$ cat config.mk
export PLATFORM = sky130hd
export DESIGN_NAME = fit_policy_partition_allocator_top
export DESIGN_NICKNAME = d
export VERILOG_FILES = /design/src/rtl/core/fpa_pkg.sv /design/src/rtl/core/fpa_table.sv /design/src/rtl/core/fpa_alu.sv /design/src/rtl/core/fit_policy_partition_allocator_top.sv
export SDC_FILE = /design/constraint.sdc
export NUM_CORES = 1
export LEC_CHECK = 0
export BUFFER_PORTS_ARGS = -buffer_cell sky130_fd_sc_hd__buf_2
export CELL_PAD_IN_SITES_DETAIL_PLACEMENT = 1
export CELL_PAD_IN_SITES_GLOBAL_PLACEMENT = 2
export CORE_MARGIN = 2
export CORE_UTILIZATION = 47
export DETAILED_ROUTE_END_ITERATION = 7
export PLACE_DENSITY_LB_ADDON = 0.1
export SETUP_SLACK_MARGIN = 0.5
export SLEW_MARGIN = 30
export SYNTH_ARGS = -nofsm -noshare
export SYNTH_HDL_FRONTEND = slang
export SYNTH_SLANG_ARGS = --single-unit
$ cat constraint.sdc
create_clock -name clk_i -period 5.5 [get_ports clk_i]
set_clock_uncertainty 0.15 [all_clocks]
set_input_delay 1.65 -clock clk_i [delete_from_list [all_inputs] [get_ports clk_i]]
set_output_delay 1.65 -clock clk_i [all_outputs]
set_load 0.05 [all_outputs]
$ cat src/rtl/core/fpa_pkg.sv
// ----------------------------------------------------------------------------
// fpa_pkg
// Shared codes, field widths and types of the fit-policy partition allocator.
// ----------------------------------------------------------------------------
package fpa_pkg;

  // Field widths fixed by the item format.
  localparam int unsigned FUNC_W     = 1;
  localparam int unsigned INDEX_W    = 4;
  localparam int unsigned MODE_W     = 2;
  localparam int unsigned BIU_W      = 5;
  localparam int unsigned CFG_IDX_W  = 2;
  localparam int unsigned CFG_DATA_W = 5;

  // Item function codes.
  localparam logic [FUNC_W-1:0] FUNC_LOAD  = 1'b0;
  localparam logic [FUNC_W-1:0] FUNC_ALLOC = 1'b1;

  // Fit policy codes; the unused code behaves as first fit.
  localparam logic [MODE_W-1:0] MODE_FIRST = 2'd0;
  localparam logic [MODE_W-1:0] MODE_BEST  = 2'd1;
  localparam logic [MODE_W-1:0] MODE_WORST = 2'd2;

  // Configuration register indexes.
  localparam logic [CFG_IDX_W-1:0] REG_FIT_MODE      = 2'd0;
  localparam logic [CFG_IDX_W-1:0] REG_BLOCKS_IN_USE = 2'd1;

  localparam logic [BIU_W-1:0] BIU_RESET = 5'd16;

  // Flags returned by the shared compare unit.
  typedef struct packed {
    logic fits;    // candidate size is at least the request
    logic better;  // candidate beats the current choice under the policy
  } fpa_cmp_t;

endpackage

$ cat src/rtl/core/fpa_table.sv
// ----------------------------------------------------------------------------
// fpa_table
// Free-size table: one write port, one registered read port. Per-entry valid
// bits make entries that were never loaded read as zero after reset.
// ----------------------------------------------------------------------------
module fpa_table #(
  parameter int unsigned MAX_BLOCKS = 16,
  parameter int unsigned SIZE_BITS  = 16
) (
  input  logic                          clk_i,
  input  logic                          rst_ni,
  input  logic                          we_i,
  input  logic [$clog2(MAX_BLOCKS)-1:0] waddr_i,
  input  logic [SIZE_BITS-1:0]          wdata_i,
  input  logic [$clog2(MAX_BLOCKS)-1:0] raddr_i,
  output logic [SIZE_BITS-1:0]          rdata_o
);

  logic [SIZE_BITS-1:0]  mem [MAX_BLOCKS];
  logic [MAX_BLOCKS-1:0] valid_q;
  logic [SIZE_BITS-1:0]  rd_data_q;
  logic                  rd_valid_q;

  always_ff @(posedge clk_i) begin
    if (we_i) begin
      mem[waddr_i] <= wdata_i;
    end
    rd_data_q <= mem[raddr_i];
  end

  always_ff @(posedge clk_i or negedge rst_ni) begin
    if (!rst_ni) begin
      valid_q    <= '0;
      rd_valid_q <= 1'b0;
    end else begin
      if (we_i) begin
        valid_q[waddr_i] <= 1'b1;
      end
      rd_valid_q <= valid_q[raddr_i];
    end
  end

  assign rdata_o = rd_valid_q ? rd_data_q : '0;

endmodule

$ cat src/rtl/core/fpa_alu.sv
// ----------------------------------------------------------------------------
// fpa_alu
// Shared compare and subtract unit: tests a candidate size against the
// request and the current choice, and forms the remaining size.
// ----------------------------------------------------------------------------
module fpa_alu
  import fpa_pkg::*;
#(
  parameter int unsigned SIZE_BITS = 16
) (
  input  logic [MODE_W-1:0]    mode_i,
  input  logic [SIZE_BITS-1:0] cand_i,
  input  logic [SIZE_BITS-1:0] req_i,
  input  logic [SIZE_BITS-1:0] best_i,
  output fpa_cmp_t             cmp_o,
  output logic [SIZE_BITS-1:0] diff_o
);

  always_comb begin
    cmp_o.fits = (cand_i >= req_i);
    case (mode_i)
      MODE_BEST:  cmp_o.better = (cand_i < best_i);
      MODE_WORST: cmp_o.better = (cand_i > best_i);
      default:    cmp_o.better = 1'b0;
    endcase
  end

  // Wraps modulo the size width.
  assign diff_o = cand_i - req_i;

endmodule

$ cat src/rtl/core/fit_policy_partition_allocator_top.sv
// ----------------------------------------------------------------------------
// fit_policy_partition_allocator_top
// Results: a load item gives its result in the cycle after it is accepted. An
//   allocate item scans the partitions in use, reading one entry while the
//   previous one is tested, then in the write-back step updates the chosen
//   partition, if any, and registers its result; first fit stops at a hit.
// Throughput: one item at a time; the scan reads one table entry per cycle
//   through the single read port and one shared compare unit.
// Reset: all partitions read as free size zero, fit mode first fit, all
//   sixteen partitions in use.
// ----------------------------------------------------------------------------
module fit_policy_partition_allocator_top
  import fpa_pkg::*;
#(
  parameter int unsigned MAX_BLOCKS = 16,
  parameter int unsigned SIZE_BITS  = 16
) (
  input  logic                  clk_i,
  input  logic                  rst_ni,
  // Configuration write port
  input  logic                  cfg_we_i,
  input  logic [CFG_IDX_W-1:0]  cfg_index_i,
  input  logic [CFG_DATA_W-1:0] cfg_wdata_i,
  // Input items
  input  logic                  in_valid_i,
  output logic                  in_stall_o,
  input  logic [FUNC_W-1:0]     func_i,
  input  logic [INDEX_W-1:0]    block_index_i,
  input  logic [SIZE_BITS-1:0]  size_value_i,
  // Result items
  output logic                  out_valid_o,
  input  logic                  out_stall_i,
  output logic                  granted_o,
  output logic [INDEX_W-1:0]    granted_block_o,
  output logic [SIZE_BITS-1:0]  left_over_o
);

  localparam int unsigned AW    = $clog2(MAX_BLOCKS);
  localparam int unsigned CNT_W = $clog2(MAX_BLOCKS + 1);

  localparam logic [1:0] ST_IDLE  = 2'd0;
  localparam logic [1:0] ST_SCAN  = 2'd1;
  localparam logic [1:0] ST_WRITE = 2'd2;

  logic [1:0]           state_q, state_d;
  logic [MODE_W-1:0]    fit_mode_q;
  logic [BIU_W-1:0]     blocks_in_use_q;
  logic [SIZE_BITS-1:0] req_q, req_d;
  logic [CNT_W-1:0]     limit_q, limit_d;
  logic [CNT_W-1:0]     j_q, j_d;
  logic                 pend_q, pend_d;
  logic [AW-1:0]        k_q, k_d;
  logic                 found_q, found_d;
  logic [AW-1:0]        best_idx_q, best_idx_d;
  logic [SIZE_BITS-1:0] best_size_q, best_size_d;

  logic                 out_valid_q, out_valid_d;
  logic                 out_granted_q, out_granted_d;
  logic [INDEX_W-1:0]   out_block_q, out_block_d;
  logic [SIZE_BITS-1:0] out_left_q, out_left_d;

  logic                 first_mode;
  logic                 out_free;
  logic                 in_acc;
  logic                 issue;
  logic                 eval;
  logic                 take;
  logic                 load_ok;
  logic [AW+INDEX_W-1:0] load_idx_wide;
  logic [AW+INDEX_W-1:0] best_idx_wide;

  logic                 tbl_we;
  logic [AW-1:0]        tbl_waddr;
  logic [SIZE_BITS-1:0] tbl_wdata;
  logic [SIZE_BITS-1:0] tbl_rdata;

  logic [SIZE_BITS-1:0] alu_cand;
  logic [SIZE_BITS-1:0] alu_diff;
  fpa_cmp_t             alu_cmp;

  fpa_table #(
    .MAX_BLOCKS (MAX_BLOCKS),
    .SIZE_BITS  (SIZE_BITS)
  ) u_table (
    .clk_i   (clk_i),
    .rst_ni  (rst_ni),
    .we_i    (tbl_we),
    .waddr_i (tbl_waddr),
    .wdata_i (tbl_wdata),
    .raddr_i (j_q[AW-1:0]),
    .rdata_o (tbl_rdata)
  );

  // The unit tests table data while scanning and subtracts the request from
  // the chosen partition in the write-back cycle.
  assign alu_cand = (state_q == ST_WRITE) ? best_size_q : tbl_rdata;

  fpa_alu #(
    .SIZE_BITS (SIZE_BITS)
  ) u_alu (
    .mode_i (fit_mode_q),
    .cand_i (alu_cand),
    .req_i  (req_q),
    .best_i (best_size_q),
    .cmp_o  (alu_cmp),
    .diff_o (alu_diff)
  );

  assign first_mode = !(fit_mode_q == MODE_BEST || fit_mode_q == MODE_WORST);
  assign out_free   = !out_valid_q || !out_stall_i;
  assign in_stall_o = !((state_q == ST_IDLE) && out_free);
  assign in_acc     = in_valid_i && !in_stall_o;

  assign load_ok       = (int'(block_index_i) < MAX_BLOCKS);
  assign load_idx_wide = {{AW{1'b0}}, block_index_i};
  assign best_idx_wide = {{INDEX_W{1'b0}}, best_idx_q};

  // A read is issued for entry j while the data of entry k, whose read was
  // issued in the previous cycle, is tested. First fit stops once a partition is found.
  assign issue = (state_q == ST_SCAN) && (j_q < limit_q) && !(first_mode && found_q);
  assign eval  = (state_q == ST_SCAN) && pend_q && !(first_mode && found_q);
  assign take  = eval && alu_cmp.fits && (!found_q || alu_cmp.better);

  always_comb begin
    state_d       = state_q;
    req_d         = req_q;
    limit_d       = limit_q;
    j_d           = j_q;
    pend_d        = 1'b0;
    k_d           = k_q;
    found_d       = found_q;
    best_idx_d    = best_idx_q;
    best_size_d   = best_size_q;
    out_valid_d   = out_valid_q && out_stall_i;
    out_granted_d = out_granted_q;
    out_block_d   = out_block_q;
    out_left_d    = out_left_q;
    tbl_we        = 1'b0;
    tbl_waddr     = best_idx_q;
    tbl_wdata     = alu_diff;

    unique case (state_q)
      ST_IDLE: begin
        if (in_acc) begin
          if (func_i == FUNC_LOAD) begin
            tbl_we        = load_ok;
            tbl_waddr     = load_idx_wide[AW-1:0];
            tbl_wdata     = size_value_i;
            out_valid_d   = 1'b1;
            out_granted_d = 1'b0;
            out_block_d   = block_index_i;
            out_left_d    = load_ok ? size_value_i : '0;
          end else begin
            req_d   = size_value_i;
            j_d     = '0;
            found_d = 1'b0;
            if (int'(blocks_in_use_q) > MAX_BLOCKS) begin
              limit_d = CNT_W'(MAX_BLOCKS);
            end else begin
              limit_d = CNT_W'(blocks_in_use_q);
            end
            state_d = ST_SCAN;
          end
        end
      end
      ST_SCAN: begin
        if (issue) begin
          pend_d = 1'b1;
          k_d    = j_q[AW-1:0];
          j_d    = j_q + CNT_W'(1);
        end
        if (take) begin
          found_d     = 1'b1;
          best_idx_d  = k_q;
          best_size_d = tbl_rdata;
        end
        if ((first_mode && found_q) || (!issue && !pend_q)) begin
          state_d = ST_WRITE;
        end
      end
      ST_WRITE: begin
        if (out_free) begin
          tbl_we        = found_q;
          out_valid_d   = 1'b1;
          out_granted_d = found_q;
          out_block_d   = found_q ? best_idx_wide[INDEX_W-1:0] : '0;
          out_left_d    = found_q ? alu_diff : '0;
          state_d       = ST_IDLE;
        end
      end
      default: begin
        state_d = ST_IDLE;
      end
    endcase
  end

  always_ff @(posedge clk_i or negedge rst_ni) begin
    if (!rst_ni) begin
      state_q         <= ST_IDLE;
      pend_q          <= 1'b0;
      found_q         <= 1'b0;
      out_valid_q     <= 1'b0;
      fit_mode_q      <= MODE_FIRST;
      blocks_in_use_q <= BIU_RESET;
    end else begin
      state_q     <= state_d;
      pend_q      <= pend_d;
      found_q     <= found_d;
      out_valid_q <= out_valid_d;
      if (cfg_we_i) begin
        case (cfg_index_i)
          REG_FIT_MODE:      fit_mode_q      <= cfg_wdata_i[MODE_W-1:0];
          REG_BLOCKS_IN_USE: blocks_in_use_q <= cfg_wdata_i[BIU_W-1:0];
          default: begin
          end
        endcase
      end
    end
  end

  always_ff @(posedge clk_i) begin
    req_q         <= req_d;
    limit_q       <= limit_d;
    j_q           <= j_d;
    k_q           <= k_d;
    best_idx_q    <= best_idx_d;
    best_size_q   <= best_size_d;
    out_granted_q <= out_granted_d;
    out_block_q   <= out_block_d;
    out_left_q    <= out_left_d;
  end

  assign out_valid_o     = out_valid_q;
  assign granted_o       = out_granted_q;
  assign granted_block_o = out_block_q;
  assign left_over_o     = out_left_q;

  // Items enter only between searches.
  assert property (@(posedge clk_i) disable iff (!rst_ni)
    in_acc |-> (state_q == ST_IDLE))
    else $error("item accepted while a search is running");

  // A pending read always refers to a partition inside the searched range.
  assert property (@(posedge clk_i) disable iff (!rst_ni)
    (state_q == ST_SCAN && pend_q) |-> (CNT_W'(k_q) < limit_q))
    else $error("table read beyond the partitions in use");

  // The chosen partition always holds at least the request.
  assert property (@(posedge clk_i) disable iff (!rst_ni)
    (state_q != ST_IDLE && found_q) |-> (best_size_q >= req_q))
    else $error("chosen partition is smaller than the request");

  // First fit stops scanning as soon as a partition is found.
  assert property (@(posedge clk_i) disable iff (!rst_ni)
    (state_q == ST_SCAN && found_q && first_mode) |=> (state_q == ST_WRITE))
    else $error("first fit kept scanning after a hit");

  // A granted result only ever comes out of the write-back step.
  assert property (@(posedge clk_i) disable iff (!rst_ni)
    ($rose(out_valid_q) && out_granted_q) |-> ($past(state_q) == ST_WRITE))
    else $error("grant produced outside write-back");

endmodule

# After elaboration in Yosys (flattened, before gate mapping)
# Memory sizes are Yosys's and may differ from the RTL's. A register that Yosys moved wholly into a read port is not among the register bits.
# Cells that the tools add are included.
dict set report classes {
  n_bitwise 1
  add_sub_neg 2
  mux 52
  eq_ne 12
  n_lt_le_gt_ge 8
  reduce_logical 37
}
# cell n
set op_table {}
lappend op_table {{16-bit two-way mux} 9}
lappend op_table {{16-bit one-hot mux with 2 select lines} 1}
lappend op_table {{4-bit two-way mux} 7}
lappend op_table {{1-bit two-way mux} 18}
lappend op_table {{16-bit >= comparator} 1}
lappend op_table {{16-bit greater-than comparator} 1}
lappend op_table {{16-bit < comparator} 1}
lappend op_table {{16-bit OR} 1}
lappend op_table {{4-bit AND reduction} 4}
lappend op_table {{16-bit subtractor} 1}
lappend op_table {{5-bit two-way mux} 3}
lappend op_table {{1-bit logical AND} 12}
lappend op_table {{2-bit inequality test, second input constant} 6}
lappend op_table {{4-bit by 5-bit < comparator with 1-bit output, second input constant} 2}
lappend op_table {{1-bit one-hot mux with 2 select lines} 5}
lappend op_table {{5-bit one-hot mux with 2 select lines} 1}
lappend op_table {{1-bit zero test} 8}
lappend op_table {{2-bit two-way mux} 4}
lappend op_table {{4-bit one-hot mux with 2 select lines} 1}
lappend op_table {{2-bit AND reduction} 4}
lappend op_table {{2-bit by 1-bit equality test with 1-bit output, second input constant} 3}
lappend op_table {{2-bit one-hot mux with 3 select lines} 1}
lappend op_table {{5-bit by 1-bit adder with 5-bit output, second input constant} 1}
lappend op_table {{5-bit greater-than comparator, second input constant} 1}
lappend op_table {{other kinds (10)} 16}
dict set report totals {
  n_memories 1
  in_bits 33
  register_bits 100
  mem_bits_rw 256
}
# memory words width rd rd_ports_with_merged_regs wr line
set mem_list {}
lappend mem_list {u_table.mem 16 16 1 1 1 fpa_table.sv:19} ;# logic [SIZE_BITS-1:0] mem [MAX_BLOCKS];

# Logic depth before layout (Yosys ltp)
dict set report logic_depth {
  word_depth 11
  depth_mapped 12
  mapped_depth_nobuf 11
}

# By module
# A second synthesis with hierarchy kept.
dict set report hier_totals {
  cells_unflattened 969
  hier_area_um2 15743.8
}
# module instances cells_each area_each_um2
set by_module_without_submodules {}
lappend by_module_without_submodules {fpa_table 1 491 10782.8}
lappend by_module_without_submodules {fit_policy_partition_allocator_top 1 293 3656.0}
lappend by_module_without_submodules {fpa_alu 1 185 1305.0}

# Worst setup path before layout
# OpenSTA, ideal clock, no wires.
dict set report synth_path {
  path_type {input to output}
  from {input out_stall_i}
  to {output in_stall_o}
  required_time_ns 3.700
  stages 3
  setup_slack_ns 1.416
  arrival_ns 2.284
  cell_sequence {and2_1 > nor3_4 > inv_1}
}
dict set report synth_via {
  elab_chain_len 4
}
# element line
set synth_rtl {}
lappend synth_rtl {{start: declaration} fit_policy_partition_allocator_top.sv:32} ;# input logic out_stall_i,
lappend synth_rtl {{1-bit zero test} fit_policy_partition_allocator_top.sv:110} ;# assign out_free = !out_valid_q || !out_stall_i;
lappend synth_rtl {{1-bit logical OR} fit_policy_partition_allocator_top.sv:110}
lappend synth_rtl {{1-bit logical AND} fit_policy_partition_allocator_top.sv:111} ;# assign in_stall_o = !((state_q == ST_IDLE) && out_free);
lappend synth_rtl {{1-bit zero test} fit_policy_partition_allocator_top.sv:111}
lappend synth_rtl {{end: declaration} fit_policy_partition_allocator_top.sv:26} ;# output logic in_stall_o,
# No other way between the ends.

# Worst setup path after layout
# Same ends and word-level chain as after synthesis.

==> results.py <==
metrics = {
    "worst_setup_path": {
        "cp_common_cell": "buf_2",
        "regToRegStartpoint": "state_q[0]",
        "worst-path-buf-inv": 3,
        "path_cells": "buf_2 -> and2_1 -> nor3_4 -> inv_1 -> buf_2",
        "max_stage_delay_ns": 0.27,
        "rrSetupSlack_ns": 1.51,
        "end_kind": "primary output",
        "slowest_stage": "nor3_4",
        "arrival_ns": 2.49,
        "worstSetupPathType": "input pin to primary output",
        "critPathRequiredTime_ns": 3.70,
        "cp_max_fo": 8,
        "worst_setup_path_start_kind": "input pin",
        "reg2regPathDepth": 10,
        "cp_top_family": "simple AND/OR/NAND/NOR gates",
        "worst_r2r_endpoint": "best_size_q[4]",
    },
    "layout": {
        "diodes": 0,
        "instances_no_fill": 1478,
        "area_delta_synth_final_pct": 13.7,
        "nNetsFinal": 1072,
        "layout-drive-gt1-share_pct": 22.4,
        "layout_commonest_cell": "edfxtp_1",
        "final_cell_mix": "edfxtp_1 (327), mux4_2 (62), buf_2 (56), inv_1 (52), nand2_1 (52)",
    },
    "run_status": {
        "status": "finished, final reports clean",
    },
    "clock_network": {
        "numCtsBuffers": 41,
        "clockBufferDepth": 3,
        "cts.repair.resized": 0,
        "cts_tree": "built",
        "ctsHoldBuffers": 0,
        "clkTransAtPathRegs_ns": 0.06,
        "post-cts-setup-buffer-count": 0,
        "h-tree-depth": 2,
        "clock_latency_ns": 0.55,
        "cts_root_buf": "clkbuf_16",
        "clock-sinks": 372,
    },
    "drt": {
        "avgRoutedWirePerCell_um": 25.0,
        "first_pass_iters": 4,
        "drtIter0Drc": 605,
        "vias_per_cell": 5.75,
        "drtAntennaViolNets": 0,
        "num_vias": 8500,
        "drc": 0,
        "drt-total-wl_um": 36900,
    },
    "floorplanning": {
        "die-height_um": 187,
        "core_um2": 33300,
        "die_area_um2": 35000,
        "die_x_um": 187,
        "start_util_pct": 47.4,
        "top_level_ports": 56,
        "fp-row-count": 67,
    },
    "power": {
        "peakVddDrop_uv": 327,
        "p_clk_share_pct": 26.0,
        "combPwrFrac_pct": 31.7,
        "p_int_w": 0.00654,
        "p_leak_nw": 6.42,
        "power_frac_seq_pct": 42.3,
        "swShare_pct": 33.3,
        "p_switching_w": 0.00326,
        "power_density_nw_per_um2": 547,
    },
    "yosys": {
        "synthArstFlopShare_pct": 7.80,
        "synth_seq_area_share_pct": 68.9,
        "syn_nets": 977,
        "syn_area_um2": 15800,
        "synth_flop_cell": "edfxtp_1",
        "ys_top_cells_by_area": "edfxtp_1 (62%), mux4_2 (8.9%), dfrtp_1 (4.4%), mux4_1 (3.8%), ha_1 (3.1%)",
        "syn_area_per_cell_um2": 17.4,
        "synth_top_area_share_pct": 62.3,
        "ys_ff_latch": 372,
        "synth_edf_count": 327,
        "yosys_warnings": 0,
        "synth_cell_types": 66,
        "synth_top_cell_by_area": "edfxtp_1",
        "syn_inst": 904,
    },
    "sta": {
        "post-route-period-util_pct": 78.1,
        "min_period_ns": 4.29,
        "setup_ws_ns": 1.21,
        "holdWs_ns": 0.273,
        "hold_violations": 0,
        "setup_viol": 0,
        "setup_tns_ns": 0,
        "slew_headroom_pct": 44.5,
        "worstMarginPinSlew_ns": 0.832,
        "rsz0062_at_grt": "no",
        "fmax_mhz": 233,
        "drv_slew": 0,
    },
    "grt": {
        "first_global_vias": 9103,
        "grt.overflow.total": 0,
        "grt_pass1_wl_um": 57300,
        "grt.total_usage_pct": 21.7,
        "antenna_found_initial": 0,
        "grt_max_degree": 52,
    },
    "placement": {
        "port_buffers": 55,
        "dp_hpwl_um": 25200,
        "dp_cells": 1402,
        "pre_cts_slack_ns": 1.19,
        "gp_congestion": 0.848,
    },
    "worst_hold_path": {
        "hold_start": "k_q[0]",
        "worstHoldPathCells": 0,
        "hold_path_end": "best_idx_q[0]",
        "min_path_type": "flop to flop",
    },
    "job": {
        "cap_violations": 0,
    },
}
## layer usage
layer	up-vias	part of all wire [%]	routed length (um)	GRT usage, %
met5	-	0	0	0
met4	0	1.9	710	4.76
met3	48	4.9	1810	4.07
met2	217	48	17600	35.2
met1	4450	45	16800	31.0
li1	3785	-	-	-
## flip-flops by register name, summed over array words and instances (netlist names), 16 cells and up
register and count:
req_q 16, u_table.valid_q 16, u_table.mem 256, u_table.rd_data_q 16, left_over_o 16, best_size_q 16
## Yosys cell counts, types with 7 or more instances
library cell	n
edfxtp_1	327
mux4_2	62
inv_1	53
nand2_1	52
ha_1	39
o21ai_0	34
nor2_1	31
dfrtp_1	28
mux4_1	23
a21oi_1	21
and2_1	20
clkbuf_1	20
o21bai_1	17
dfxtp_1	16
a21o_1	11
and3_1	9
mux2_2	9
nand3_1	9
o31ai_1	9
nor2b_1	8
a22o_1	7
buf_6	7
## layout make-up
type | instances | area [um2]
fillers | 3095 | 15400
flip-flops and latches | 372 | 10900
multi-input cells | 444 | 4530
clock buffers | 51 | 1080
well taps | 448 | 561
repair buffers | 86 | 523
inverters | 54 | 203
clock inverters | 23 | 154
## power groups by stage
stage | sequential, W | combinational (W) | clock (W)
floorplan | 0.00433 | 0.00194 | 0
global placement | 0.00420 | 0.00294 | 0
detailed placement | 0.00421 | 0.00312 | 0
CTS | 0.00415 | 0.00313 | 0.00261
global route | 0.00418 | 0.00340 | 0.00272
finish | 0.00415 | 0.00311 | 0.00254
## cell families (layout without fill, tap and decap cells)
group | count (synthesis) | after routing | synth area share [%]
flops | 372 | 372 | 68.9
simple gates | 159 | 159 | 5.02
compound gates | 140 | 140 | 6.35
mux | 95 | 95 | 13.4
buf+inv | 88 | 214 | 2.51
fa+ha+maj | 40 | 40 | 3.22
xor+xnor | 10 | 10 | 0.556
## worst max path at each step
stage,startpoint,endpoint,slack [ns],depth (start not counted)
after CTS,state_q[0],best_size_q[4],1.17,10
after global placement,out_stall_i,in_stall_o,1.21,5
after detailed placement,out_stall_i,in_stall_o,1.19,5
after global routing,out_stall_i,in_stall_o,1.12,5
after floorplan,out_stall_i,in_stall_o,1.42,3
final,out_stall_i,in_stall_o,1.21,5
## stage by stage
stage / util (%) / power (W) / instance area [um2]
after floorplan: - / 0.00626 / 15800
after global placement: 49.9 / 0.00714 / 16600
after detailed placement: 50.0 / 0.00733 / 16700
after CTS: 53.8 / 0.00989 / 17900
after global routing: 53.8 / 0.0103 / 17900
final: 53.8 / 0.00979 / 17900
Power figures use the tool's default switching activity.
